### config.mk
export PLATFORM = sky130hd
export DESIGN_NAME = differential_brake_slew_controller_core
export DESIGN_NICKNAME = d
export VERILOG_FILES = /design/src/rtl/dbsc_pkg.sv /design/src/rtl/dbsc_regs.sv /design/src/rtl/dbsc_dp.sv /design/src/rtl/dbsc_ctrl.sv /design/src/rtl/differential_brake_slew_controller_core.sv
export SDC_FILE = /design/constraint.sdc
export NUM_CORES = 2
export LEC_CHECK = 0
export ABC_AREA = 1
export BUFFER_PORTS_ARGS = -buffer_cell sky130_fd_sc_hd__buf_2
export CORE_UTILIZATION = 30
export CTS_CLUSTER_DIAMETER = 30
export DETAILED_ROUTE_END_ITERATION = 12
export GPL_TIMING_DRIVEN = 0
export MAX_ROUTING_LAYER = met4
export PLACE_DENSITY = 0.49
export SLEW_MARGIN = 20
export SYNTH_ARGS = -nofsm -noshare
export SYNTH_HDL_FRONTEND = slang
export SYNTH_HIERARCHICAL = 1
export SYNTH_SLANG_ARGS = --single-unit
### constraint.sdc
create_clock -name clk -period 9.1 [get_ports clk]
set_input_delay 1.365 -clock clk [delete_from_list [all_inputs] [get_ports clk]]
set_output_delay 1.365 -clock clk [all_outputs]
set_load 0.02 [all_outputs]
### src/rtl/dbsc_pkg.sv
// ----------------------------------------------------------------------------
// dbsc_pkg
// Types and constants shared by the brake slew controller modules.
// ----------------------------------------------------------------------------
package dbsc_pkg;

	localparam int ADDR_W = 5;
	localparam int DATA_W = 32;

	// Register indexes (byte address is four times the index).
	localparam logic [2:0] REG_ENABLE         = 3'd0;
	localparam logic [2:0] REG_GATE_SOURCE    = 3'd1;
	localparam logic [2:0] REG_SPEED_LIMIT    = 3'd2;
	localparam logic [2:0] REG_THROTTLE_LIMIT = 3'd3;
	localparam logic [2:0] REG_DEADZONE       = 3'd4;
	localparam logic [2:0] REG_MAX_FORCE      = 3'd5;
	localparam logic [2:0] REG_APPLY_RATE     = 3'd6;
	localparam logic [2:0] REG_RELEASE_RATE   = 3'd7;

	// Gate source codes.
	localparam logic [1:0] GATE_SPEED    = 2'd0;
	localparam logic [1:0] GATE_THROTTLE = 2'd1;

	// Reset values of the registers.
	localparam logic [15:0] RST_SPEED_LIMIT    = 16'd5927;
	localparam logic [15:0] RST_THROTTLE_LIMIT = 16'd16384;
	localparam logic [14:0] RST_DEADZONE       = 15'd1638;
	localparam logic [14:0] RST_MAX_FORCE      = 15'd2785;
	localparam logic [15:0] RST_APPLY_RATE     = 16'd8192;
	localparam logic [15:0] RST_RELEASE_RATE   = 16'd12288;

	// Both the divider and the square root produce 15 result bits.
	localparam logic [3:0]  LAST_ITER = 4'd14;
	localparam logic [29:0] SQ_BIT0   = 30'h1000_0000;

	typedef struct packed {
		logic        enable;
		logic [1:0]  gate_source;
		logic [15:0] speed_limit;
		logic [15:0] throttle_limit;
		logic [14:0] deadzone;
		logic [14:0] max_force;
		logic [15:0] apply_rate;
		logic [15:0] release_rate;
	} cfg_t;

	typedef struct packed {
		logic [15:0] rudder;
		logic        on_ground;
		logic [15:0] ground_speed;
		logic [15:0] throttle;
		logic [15:0] elapsed;
	} item_t;

	typedef struct packed {
		logic [14:0] left_brake;
		logic [14:0] right_brake;
		logic        braking_active;
	} result_t;

	// Commands from the controller to the datapath.
	typedef struct packed {
		logic load_in;
		logic clr_bal;
		logic zero_prod;
		logic div_init;
		logic div_step;
		logic sq_init;
		logic sq_step;
		logic mul1;
		logic mul2;
		logic mul3;
		logic update;
		logic load_out;
	} dp_cmd_t;

	typedef struct packed {
		logic active;
		logic in_zone;
	} dp_stat_t;

endpackage

### src/rtl/dbsc_regs.sv
// ----------------------------------------------------------------------------
// dbsc_regs
// Configuration register file behind an APB-style port.
// ----------------------------------------------------------------------------
module dbsc_regs (
	input  logic                          clk,
	input  logic                          arst_n,
	input  logic                          psel,
	input  logic                          penable,
	input  logic                          pwrite,
	input  logic [dbsc_pkg::ADDR_W-1:0]   paddr,
	input  logic [dbsc_pkg::DATA_W-1:0]   pwdata,
	output logic [dbsc_pkg::DATA_W-1:0]   prdata,
	output logic                          pready,
	output dbsc_pkg::cfg_t                cfg
);
	import dbsc_pkg::*;

	cfg_t       cfg_q;
	logic [2:0] idx;
	logic       wr_en;

	assign idx    = paddr[4:2];
	assign pready = 1'b1;
	assign wr_en  = psel & penable & pwrite & pready;
	assign cfg    = cfg_q;

	always_ff @(posedge clk or negedge arst_n) begin
		if (!arst_n) begin
			cfg_q.enable         <= 1'b0;
			cfg_q.gate_source    <= GATE_SPEED;
			cfg_q.speed_limit    <= RST_SPEED_LIMIT;
			cfg_q.throttle_limit <= RST_THROTTLE_LIMIT;
			cfg_q.deadzone       <= RST_DEADZONE;
			cfg_q.max_force      <= RST_MAX_FORCE;
			cfg_q.apply_rate     <= RST_APPLY_RATE;
			cfg_q.release_rate   <= RST_RELEASE_RATE;
		end else if (wr_en) begin
			case (idx)
				REG_ENABLE:         cfg_q.enable         <= pwdata[0];
				REG_GATE_SOURCE:    cfg_q.gate_source    <= pwdata[1:0];
				REG_SPEED_LIMIT:    cfg_q.speed_limit    <= pwdata[15:0];
				REG_THROTTLE_LIMIT: cfg_q.throttle_limit <= pwdata[15:0];
				REG_DEADZONE:       cfg_q.deadzone       <= pwdata[14:0];
				REG_MAX_FORCE:      cfg_q.max_force      <= pwdata[14:0];
				REG_APPLY_RATE:     cfg_q.apply_rate     <= pwdata[15:0];
				REG_RELEASE_RATE:   cfg_q.release_rate   <= pwdata[15:0];
				default:            cfg_q.enable         <= cfg_q.enable;
			endcase
		end
	end

	always_comb begin
		prdata = '0;
		case (idx)
			REG_ENABLE:         prdata = {31'd0, cfg_q.enable};
			REG_GATE_SOURCE:    prdata = {30'd0, cfg_q.gate_source};
			REG_SPEED_LIMIT:    prdata = {16'd0, cfg_q.speed_limit};
			REG_THROTTLE_LIMIT: prdata = {16'd0, cfg_q.throttle_limit};
			REG_DEADZONE:       prdata = {17'd0, cfg_q.deadzone};
			REG_MAX_FORCE:      prdata = {17'd0, cfg_q.max_force};
			REG_APPLY_RATE:     prdata = {16'd0, cfg_q.apply_rate};
			REG_RELEASE_RATE:   prdata = {16'd0, cfg_q.release_rate};
			default:            prdata = '0;
		endcase
	end

endmodule

### src/rtl/dbsc_dp.sv
// ----------------------------------------------------------------------------
// dbsc_dp
// Datapath: gate check, radix-2 divider, bitwise square root, one shared
// 16x16 multiplier, balance slew and the result register.
// ----------------------------------------------------------------------------
module dbsc_dp (
	input  logic               clk,
	input  logic               arst_n,
	input  dbsc_pkg::cfg_t     cfg,
	input  dbsc_pkg::item_t    item,
	input  dbsc_pkg::dp_cmd_t  cmd,
	output dbsc_pkg::dp_stat_t stat,
	output dbsc_pkg::result_t  result
);
	import dbsc_pkg::*;

	logic [14:0]        mag_q;
	logic               neg_q;
	logic [15:0]        elapsed_q;
	logic               active_q;
	logic [16:0]        rem_q;
	logic [14:0]        quo_q;
	logic [29:0]        v_q;
	logic [29:0]        res_q;
	logic [29:0]        bit_q;
	logic [31:0]        prod_q;
	logic [14:0]        tmag_q;
	logic signed [15:0] bal_q;
	result_t            result_q;

	logic               slow;
	logic               active_d;
	logic [15:0]        neg_raw;
	logic [14:0]        mag_d;
	logic [15:0]        den;
	logic [16:0]        rem2;
	logic               div_ge;
	logic [30:0]        sq_sum;
	logic               sq_ge;
	logic [15:0]        mul_a;
	logic [15:0]        mul_b;
	logic [31:0]        prod_d;
	logic [15:0]        bmag;
	logic [15:0]        rate;
	logic signed [17:0] maxd;
	logic signed [17:0] tgt;
	logic signed [17:0] delta;
	logic signed [17:0] dcl;
	logic signed [17:0] bsum;
	logic signed [15:0] bal_d;

	// Gate on the incoming item.
	always_comb begin
		case (cfg.gate_source)
			GATE_SPEED:    slow = item.ground_speed <= cfg.speed_limit;
			GATE_THROTTLE: slow = item.throttle <= cfg.throttle_limit;
			default:       slow = 1'b0;
		endcase
	end
	assign active_d = cfg.enable & item.on_ground & slow;

	// The most negative rudder value saturates to full positive magnitude.
	assign neg_raw = 16'(~item.rudder + 16'd1);
	assign mag_d   = item.rudder[15] ? (neg_raw[15] ? 15'h7FFF : neg_raw[14:0])
	                                 : item.rudder[14:0];

	assign stat.active  = active_q;
	assign stat.in_zone = mag_q <= cfg.deadzone;

	// Divider: the remainder always stays below the divisor.
	assign den    = 16'h8000 - {1'b0, cfg.deadzone};
	assign rem2   = {rem_q[15:0], 1'b0};
	assign div_ge = rem2 >= {1'b0, den};

	// Square root.
	assign sq_sum = {1'b0, res_q} + {1'b0, bit_q};
	assign sq_ge  = {1'b0, v_q} >= sq_sum;

	// Shared multiplier operands.
	assign bmag = bal_q[15] ? 16'(-bal_q) : 16'(bal_q);
	assign rate = ({1'b0, prod_q[29:15]} < bmag) ? cfg.release_rate : cfg.apply_rate;

	always_comb begin
		mul_a = rate;
		mul_b = elapsed_q;
		if (cmd.mul1) begin
			mul_a = {1'b0, quo_q};
			mul_b = {1'b0, res_q[14:0]};
		end else if (cmd.mul2) begin
			mul_a = {1'b0, prod_q[29:15]};
			mul_b = {1'b0, cfg.max_force};
		end
	end
	assign prod_d = mul_a * mul_b;

	// Balance slew and saturation.
	assign maxd  = $signed({2'b00, prod_q[31:16]});
	assign tgt   = neg_q ? -$signed({3'b000, tmag_q}) : $signed({3'b000, tmag_q});
	assign delta = tgt - 18'(bal_q);

	always_comb begin
		dcl = delta;
		if (delta > maxd) begin
			dcl = maxd;
		end else if (delta < -maxd) begin
			dcl = -maxd;
		end
		bsum = 18'(bal_q) + dcl;
		if (bsum > 18'sd32767) begin
			bal_d = 16'sd32767;
		end else if (bsum < -18'sd32767) begin
			bal_d = -16'sd32767;
		end else begin
			bal_d = bsum[15:0];
		end
	end

	always_ff @(posedge clk or negedge arst_n) begin
		if (!arst_n) begin
			bal_q    <= '0;
			active_q <= 1'b0;
		end else begin
			if (cmd.load_in) begin
				active_q <= active_d;
			end
			if (cmd.clr_bal) begin
				bal_q <= '0;
			end else if (cmd.update) begin
				bal_q <= bal_d;
			end
		end
	end

	always_ff @(posedge clk) begin
		if (cmd.load_in) begin
			mag_q     <= mag_d;
			neg_q     <= item.rudder[15];
			elapsed_q <= item.elapsed;
		end
		if (cmd.div_init) begin
			rem_q <= 17'(mag_q - cfg.deadzone);
			quo_q <= '0;
		end else if (cmd.div_step) begin
			rem_q <= div_ge ? (rem2 - {1'b0, den}) : rem2;
			quo_q <= {quo_q[13:0], div_ge};
		end
		if (cmd.sq_init) begin
			v_q   <= {quo_q, 15'd0};
			res_q <= '0;
			bit_q <= SQ_BIT0;
		end else if (cmd.sq_step) begin
			if (sq_ge) begin
				v_q   <= v_q - sq_sum[29:0];
				res_q <= (res_q >> 1) + bit_q;
			end else begin
				res_q <= res_q >> 1;
			end
			bit_q <= bit_q >> 2;
		end
		if (cmd.zero_prod) begin
			prod_q <= '0;
		end else if (cmd.mul1 | cmd.mul2 | cmd.mul3) begin
			prod_q <= prod_d;
		end
		if (cmd.mul3) begin
			tmag_q <= prod_q[29:15];
		end
		if (cmd.load_out) begin
			result_q.left_brake     <= bal_q[15] ? 15'(-bal_q) : 15'd0;
			result_q.right_brake    <= bal_q[15] ? 15'd0 : bal_q[14:0];
			result_q.braking_active <= active_q;
		end
	end

	assign result = result_q;

endmodule

### src/rtl/dbsc_ctrl.sv
// ----------------------------------------------------------------------------
// dbsc_ctrl
// Controller: sequences the datapath for one item and owns both handshakes.
// ----------------------------------------------------------------------------
module dbsc_ctrl (
	input  logic               clk,
	input  logic               arst_n,
	input  logic               s_tvalid,
	output logic               s_tready,
	output logic               m_tvalid,
	input  logic               m_tready,
	input  dbsc_pkg::dp_stat_t stat,
	output dbsc_pkg::dp_cmd_t  cmd
);
	import dbsc_pkg::*;

	localparam logic [3:0] ST_IDLE  = 4'd0;
	localparam logic [3:0] ST_LOAD  = 4'd1;
	localparam logic [3:0] ST_DIV   = 4'd2;
	localparam logic [3:0] ST_SINIT = 4'd3;
	localparam logic [3:0] ST_SQRT  = 4'd4;
	localparam logic [3:0] ST_MUL1  = 4'd5;
	localparam logic [3:0] ST_MUL2  = 4'd6;
	localparam logic [3:0] ST_MUL3  = 4'd7;
	localparam logic [3:0] ST_UPD   = 4'd8;
	localparam logic [3:0] ST_FIN   = 4'd9;

	logic [3:0] state_q;
	logic [3:0] state_d;
	logic [3:0] cnt_q;
	logic       out_valid_q;
	logic       out_free;

	assign s_tready = state_q == ST_IDLE;
	assign m_tvalid = out_valid_q;
	assign out_free = !out_valid_q || m_tready;

	always_comb begin
		cmd     = '0;
		state_d = state_q;
		case (state_q)
			ST_IDLE: begin
				if (s_tvalid) begin
					cmd.load_in = 1'b1;
					state_d     = ST_LOAD;
				end
			end
			ST_LOAD: begin
				if (!stat.active) begin
					cmd.clr_bal = 1'b1;
					state_d     = ST_FIN;
				end else if (stat.in_zone) begin
					// Target is zero: skip straight to the slew.
					cmd.zero_prod = 1'b1;
					state_d       = ST_MUL3;
				end else begin
					cmd.div_init = 1'b1;
					state_d      = ST_DIV;
				end
			end
			ST_DIV: begin
				cmd.div_step = 1'b1;
				if (cnt_q == LAST_ITER) begin
					state_d = ST_SINIT;
				end
			end
			ST_SINIT: begin
				cmd.sq_init = 1'b1;
				state_d     = ST_SQRT;
			end
			ST_SQRT: begin
				cmd.sq_step = 1'b1;
				if (cnt_q == LAST_ITER) begin
					state_d = ST_MUL1;
				end
			end
			ST_MUL1: begin
				cmd.mul1 = 1'b1;
				state_d  = ST_MUL2;
			end
			ST_MUL2: begin
				cmd.mul2 = 1'b1;
				state_d  = ST_MUL3;
			end
			ST_MUL3: begin
				cmd.mul3 = 1'b1;
				state_d  = ST_UPD;
			end
			ST_UPD: begin
				cmd.update = 1'b1;
				state_d    = ST_FIN;
			end
			ST_FIN: begin
				if (out_free) begin
					cmd.load_out = 1'b1;
					state_d      = ST_IDLE;
				end
			end
			default: begin
				state_d = ST_IDLE;
			end
		endcase
	end

	always_ff @(posedge clk or negedge arst_n) begin
		if (!arst_n) begin
			state_q     <= ST_IDLE;
			cnt_q       <= '0;
			out_valid_q <= 1'b0;
		end else begin
			state_q <= state_d;
			if (cmd.div_step || cmd.sq_step) begin
				cnt_q <= (cnt_q == LAST_ITER) ? 4'd0 : cnt_q + 4'd1;
			end
			if (cmd.load_out) begin
				out_valid_q <= 1'b1;
			end else if (m_tready) begin
				out_valid_q <= 1'b0;
			end
		end
	end

endmodule

### src/rtl/differential_brake_slew_controller_core.sv
// ----------------------------------------------------------------------------
// differential_brake_slew_controller_core
// Turns a rudder command into slew-limited left and right brake forces.
//
// One input item per control tick arrives on the s_ stream: rudder, ground
// speed, throttle and elapsed time in tdata, the on-ground flag in tuser.
// Each item gives one result item on the m_ stream: left and right brake in
// tdata, the braking-active flag in tuser. The user must see that registers
// are written through the APB-style port only while no item is in flight;
// the block does not enforce this. pready is always high. An item is taken
// only once the last one is done. An active item runs the 15-step divider,
// the 15-step square root, the multiplies and the update; in the deadzone
// only the slew runs. m_tvalid rises in the cycle after a result is loaded.
// One result register sits on the output: the next item is accepted while a
// result waits, and its own result is held back until the receiver takes the
// earlier one. Reset clears the balance, the state and the output valid and
// loads the default register values.
// ----------------------------------------------------------------------------
module differential_brake_slew_controller_core (
	input  logic                        clk,
	input  logic                        arst_n,
	input  logic                        psel,
	input  logic                        penable,
	input  logic                        pwrite,
	input  logic [dbsc_pkg::ADDR_W-1:0] paddr,
	input  logic [dbsc_pkg::DATA_W-1:0] pwdata,
	output logic [dbsc_pkg::DATA_W-1:0] prdata,
	output logic                        pready,
	input  logic                        s_tvalid,
	output logic                        s_tready,
	// rudder [15:0], ground_speed [31:16], throttle [47:32], elapsed [63:48]
	input  logic [63:0]                 s_tdata,
	// on_ground [0]
	input  logic [0:0]                  s_tuser,
	output logic                        m_tvalid,
	input  logic                        m_tready,
	// left_brake [14:0], right_brake [29:15], zero [31:30]
	output logic [31:0]                 m_tdata,
	// braking_active [0]
	output logic [0:0]                  m_tuser
);
	import dbsc_pkg::*;

	cfg_t     cfg;
	item_t    item;
	dp_cmd_t  cmd;
	dp_stat_t stat;
	result_t  result;

	assign item.rudder       = s_tdata[15:0];
	assign item.on_ground    = s_tuser[0];
	assign item.ground_speed = s_tdata[31:16];
	assign item.throttle     = s_tdata[47:32];
	assign item.elapsed      = s_tdata[63:48];

	assign m_tdata = {2'b00, result.right_brake, result.left_brake};
	assign m_tuser = result.braking_active;

	dbsc_regs u_regs (
		.clk     (clk),
		.arst_n  (arst_n),
		.psel    (psel),
		.penable (penable),
		.pwrite  (pwrite),
		.paddr   (paddr),
		.pwdata  (pwdata),
		.prdata  (prdata),
		.pready  (pready),
		.cfg     (cfg)
	);

	dbsc_ctrl u_ctrl (
		.clk      (clk),
		.arst_n   (arst_n),
		.s_tvalid (s_tvalid),
		.s_tready (s_tready),
		.m_tvalid (m_tvalid),
		.m_tready (m_tready),
		.stat     (stat),
		.cmd      (cmd)
	);

	dbsc_dp u_dp (
		.clk    (clk),
		.arst_n (arst_n),
		.cfg    (cfg),
		.item   (item),
		.cmd    (cmd),
		.stat   (stat),
		.result (result)
	);

endmodule
==> impl_metrics.json <==
{
  "drt_iter0_markers": 2166,
  "worstSetupPathType": "reg -> reg",
  "die-width_um": 334.1,
  "cp_top_family": "adder cells",
  "finalSetupViolCount": 0,
  "slew_viol_final": 0,
  "finalClockSkew_ns": 0.04246,
  "finalCritPeriodShare_pct": 96.66,
  "grt_overflow": 0,
  "min_path_type": "reg -> reg",
  "status": "finished, final reports clean",
  "regArea_mm2": 0.008227,
  "drc": 0,
  "postSynth.asyncResetShare_pct": 37.96,
  "synth_cell_type_count": 71,
  "dpl.hpwl_um": 93290,
  "rsz0062_at_grt": "yes",
  "final_hold_viol_count": 0,
  "cap_violations": 0,
  "htreeDepth": 3,
  "cts_tree": "yes",
  "yosys-top-cells-count": "919 x nand2_1, 738 x inv_1, 438 x nor2_1",
  "postRouteAntennaNets": 0,
  "die_area_mm2": 0.1116,
  "cpPeakStageDelay_ns": 0.54,
  "hold_buffers": 0,
  "path_common_cell": "inv_1",
  "synthesis.area_mm2": 0.03308,
  "die_h_um": 334.1,
  "grt_usage_pct": 21.17,
  "cp.required_ns": 9.69,
  "placedCellCount": 6076,
  "ys_warn_count": 6,
  "period_minus_slack_ns": 8.796,
  "area_delta_synth_final_pct": 21.76,
  "synth-edff-count": 109,
  "grt_pass1_wl_um": 176100,
  "gp_congestion": 0.9233,
  "start_util_pct": 30.30,
  "synth_top_area_cell": "fa_1",
  "cpMaxStageDelayCell": "fa_1",
  "path_depth": 50,
  "finish.utilization_pct": 36.90,
  "clock_path_buffers": 3,
  "ys_seq_elements": 324,
  "ios": 177,
  "whs_ns": 0.4724,
  "firstDrtPassIters": 5,
  "syn_area_per_cell_um2": 7.454,
  "cp_num_buf_inv": 15,
  "tightest_slew_ns": 1.077,
  "cts.clk_slew.worst_paths_ns": 0.05,
  "critPathLaunchType": "flop",
  "cts_buffers": 88,
  "synthCells": 4438,
  "finalSetupTns_ns": 0,
  "vias": 30470,
  "n_fill_cell": 11550,
  "clock_sinks": 324,
  "synth_top_cell_area_share_pct": 11.92,
  "core-area_mm2": 0.1092,
  "wl_per_cell_um": 18.28,
  "min_path_cells": 2,
  "crit_path_max_fanout": 10,
  "io_buffers": 138,
  "multi_input_area_mm2": 0.02200,
  "wirelength_um": 115400,
  "slew_headroom_pct": 27.72,
  "root_buffer": "clkbuf_16",
  "timing.fmax_mhz": 113.7,
  "layout.cells.non_filler": 6309,
  "yosysMostFrequentCell": "nand2_1",
  "first_global_vias": 29670,
  "clock_latency_ns": 0.65,
  "fin_nets": 5369,
  "antenna_found_initial": 6,
  "routed_via_density": 4.829,
  "ys_seq_area_share_pct": 24.86,
  "drive_gt1_share_pct": 14.87,
  "synthFlopType": "edfxtp_1",
  "grt_max_degree": 69,
  "rows": 121,
  "reg2reg_depth": 50,
  "worst_ep_arrival_time_ns": 9.39,
  "cp-end-kind": "flop",
  "yosys-top-cells-area": "fa_1 12%, ha_1 12%, nand2_1 10%"
}
==> cells in the final DEF (no fill, tap or decap), types with 26 or more instances in the layout <==
| cell | n |
|---|---|
| o21ai_0 | 217 |
| o211ai_1 | 42 |
| o21ai_1 | 102 |
| ha_1 | 298 |
| nand4_1 | 39 |
| clkbuf_16 | 92 |
| a21oi_1 | 229 |
| nand3_2 | 34 |
| clkbuf_1 | 69 |
| nand2_2 | 30 |
| dfxtp_1 | 92 |
| nor2_1 | 424 |
| buf_2 | 170 |
| xnor2_1 | 60 |
| edfxtp_1 | 109 |
| nor3_1 | 40 |
| fa_1 | 194 |
| buf_4 | 85 |
| nand2_1 | 887 |
| inv_2 | 26 |
| xor2_1 | 112 |
| nand3_1 | 186 |
| dfrtp_1 | 96 |
| inv_1 | 714 |
==> logic make-up (layout without fill, tap and decap cells) <==
kind of cell | after synthesis | count (layout) | synth area share [%]
adders and majority gates | 507 | 507 | 23.65
and+or+nand+nor | 1769 | 1769 | 22.91
xor gates and xnor gates | 175 | 175 | 4.656
DFF | 324 | 324 | 24.86
other | 3 | 23 | 0.03404
AOI/OAI and AO/OA | 757 | 757 | 13.06
buffers and inverters | 903 | 1278 | 10.83
==> sequential cells by signal, indices dropped and copies added (netlist names), 16 cells and up <==
| register | flops |
|---|---|
| u_regs/cfg | 97 |
| u_dp/result | 31 |
| u_dp/res_q | 30 |
| u_dp/v_q | 30 |
| u_dp/prod_q | 17 |
| u_dp/bal_q | 16 |
| u_dp/elapsed_q | 16 |
| u_dp/rem_q | 16 |
==> layout make-up <==
class	instances	share of cell area, %
Clock inverter	56	1.749
Buffer	143	2.041
Sequential cell	324	20.43
Tap cell	1476	4.585
Antenna cell	4	0.02485
Multi-Input combinational cell	3227	54.63
Inverter	760	7.235
Clock buffer	110	5.977
Timing Repair Buffer	209	3.333
==> worst paths after layout <==
check | startpoint | to | slack [ns]
setup reg to reg | u_dp/bal_q[0] | u_dp/prod_q[20] | 0.30
max in group asynchronous | arst_n | u_regs/cfg[76] | 7.58
hold / removal | u_dp/v_q[11] | u_dp/v_q[11] | 0.47
hold reg to reg | u_dp/v_q[11] | u_dp/v_q[11] | 0.47
min in group asynchronous | arst_n | u_dp/bal_q[7] | 0.71
setup / recovery | u_dp/bal_q[0] | u_dp/prod_q[20] | 0.30
==> routing by layer <==
metal / up-vias / wire [um] / GRT usage (%)
li1: 15000 / - / -
met1: 14490 / 55990 / 29.36
met2: 825 / 50370 / 32.11
met3: 153 / 5944 / 2.551
met4: 0 / 3051 / 6.393
met5: - / 0 / -
==> worst register-to-register path: cells and delay by family, from the launching register on <==
family / cells / cell delay [ns]
AOI/OAI and AO/OA: 5 / 0.74
buffers and inverters: 15 / 1.29
adders and majority gates: 9 / 3.65
xor gates and xnor gates: 2 / 0.53
and+or+nand+nor: 19 / 2.10
DFF: 1 / 0.43
==> through the flow <==
step / worst slack (ns) / cell area, um^2
floorplan: 0.6502 / 33140
global placement: -1.649 / 35680
detailed placement: -1.690 / 35810
CTS: 0.005207 / 39550
global route: -0.06085 / 40270
finish: 0.3039 / 40280
==> repair_timing <==
item,4_1_cts,5_1_grt
resized for setup,99,121
buffers inserted,33,30
endpoints found under the setup margin,17,17
pin swaps,21,71
Power is not shown: default switching activity piles up to over one toggle a cycle in this logic, so the estimate is an artifact.
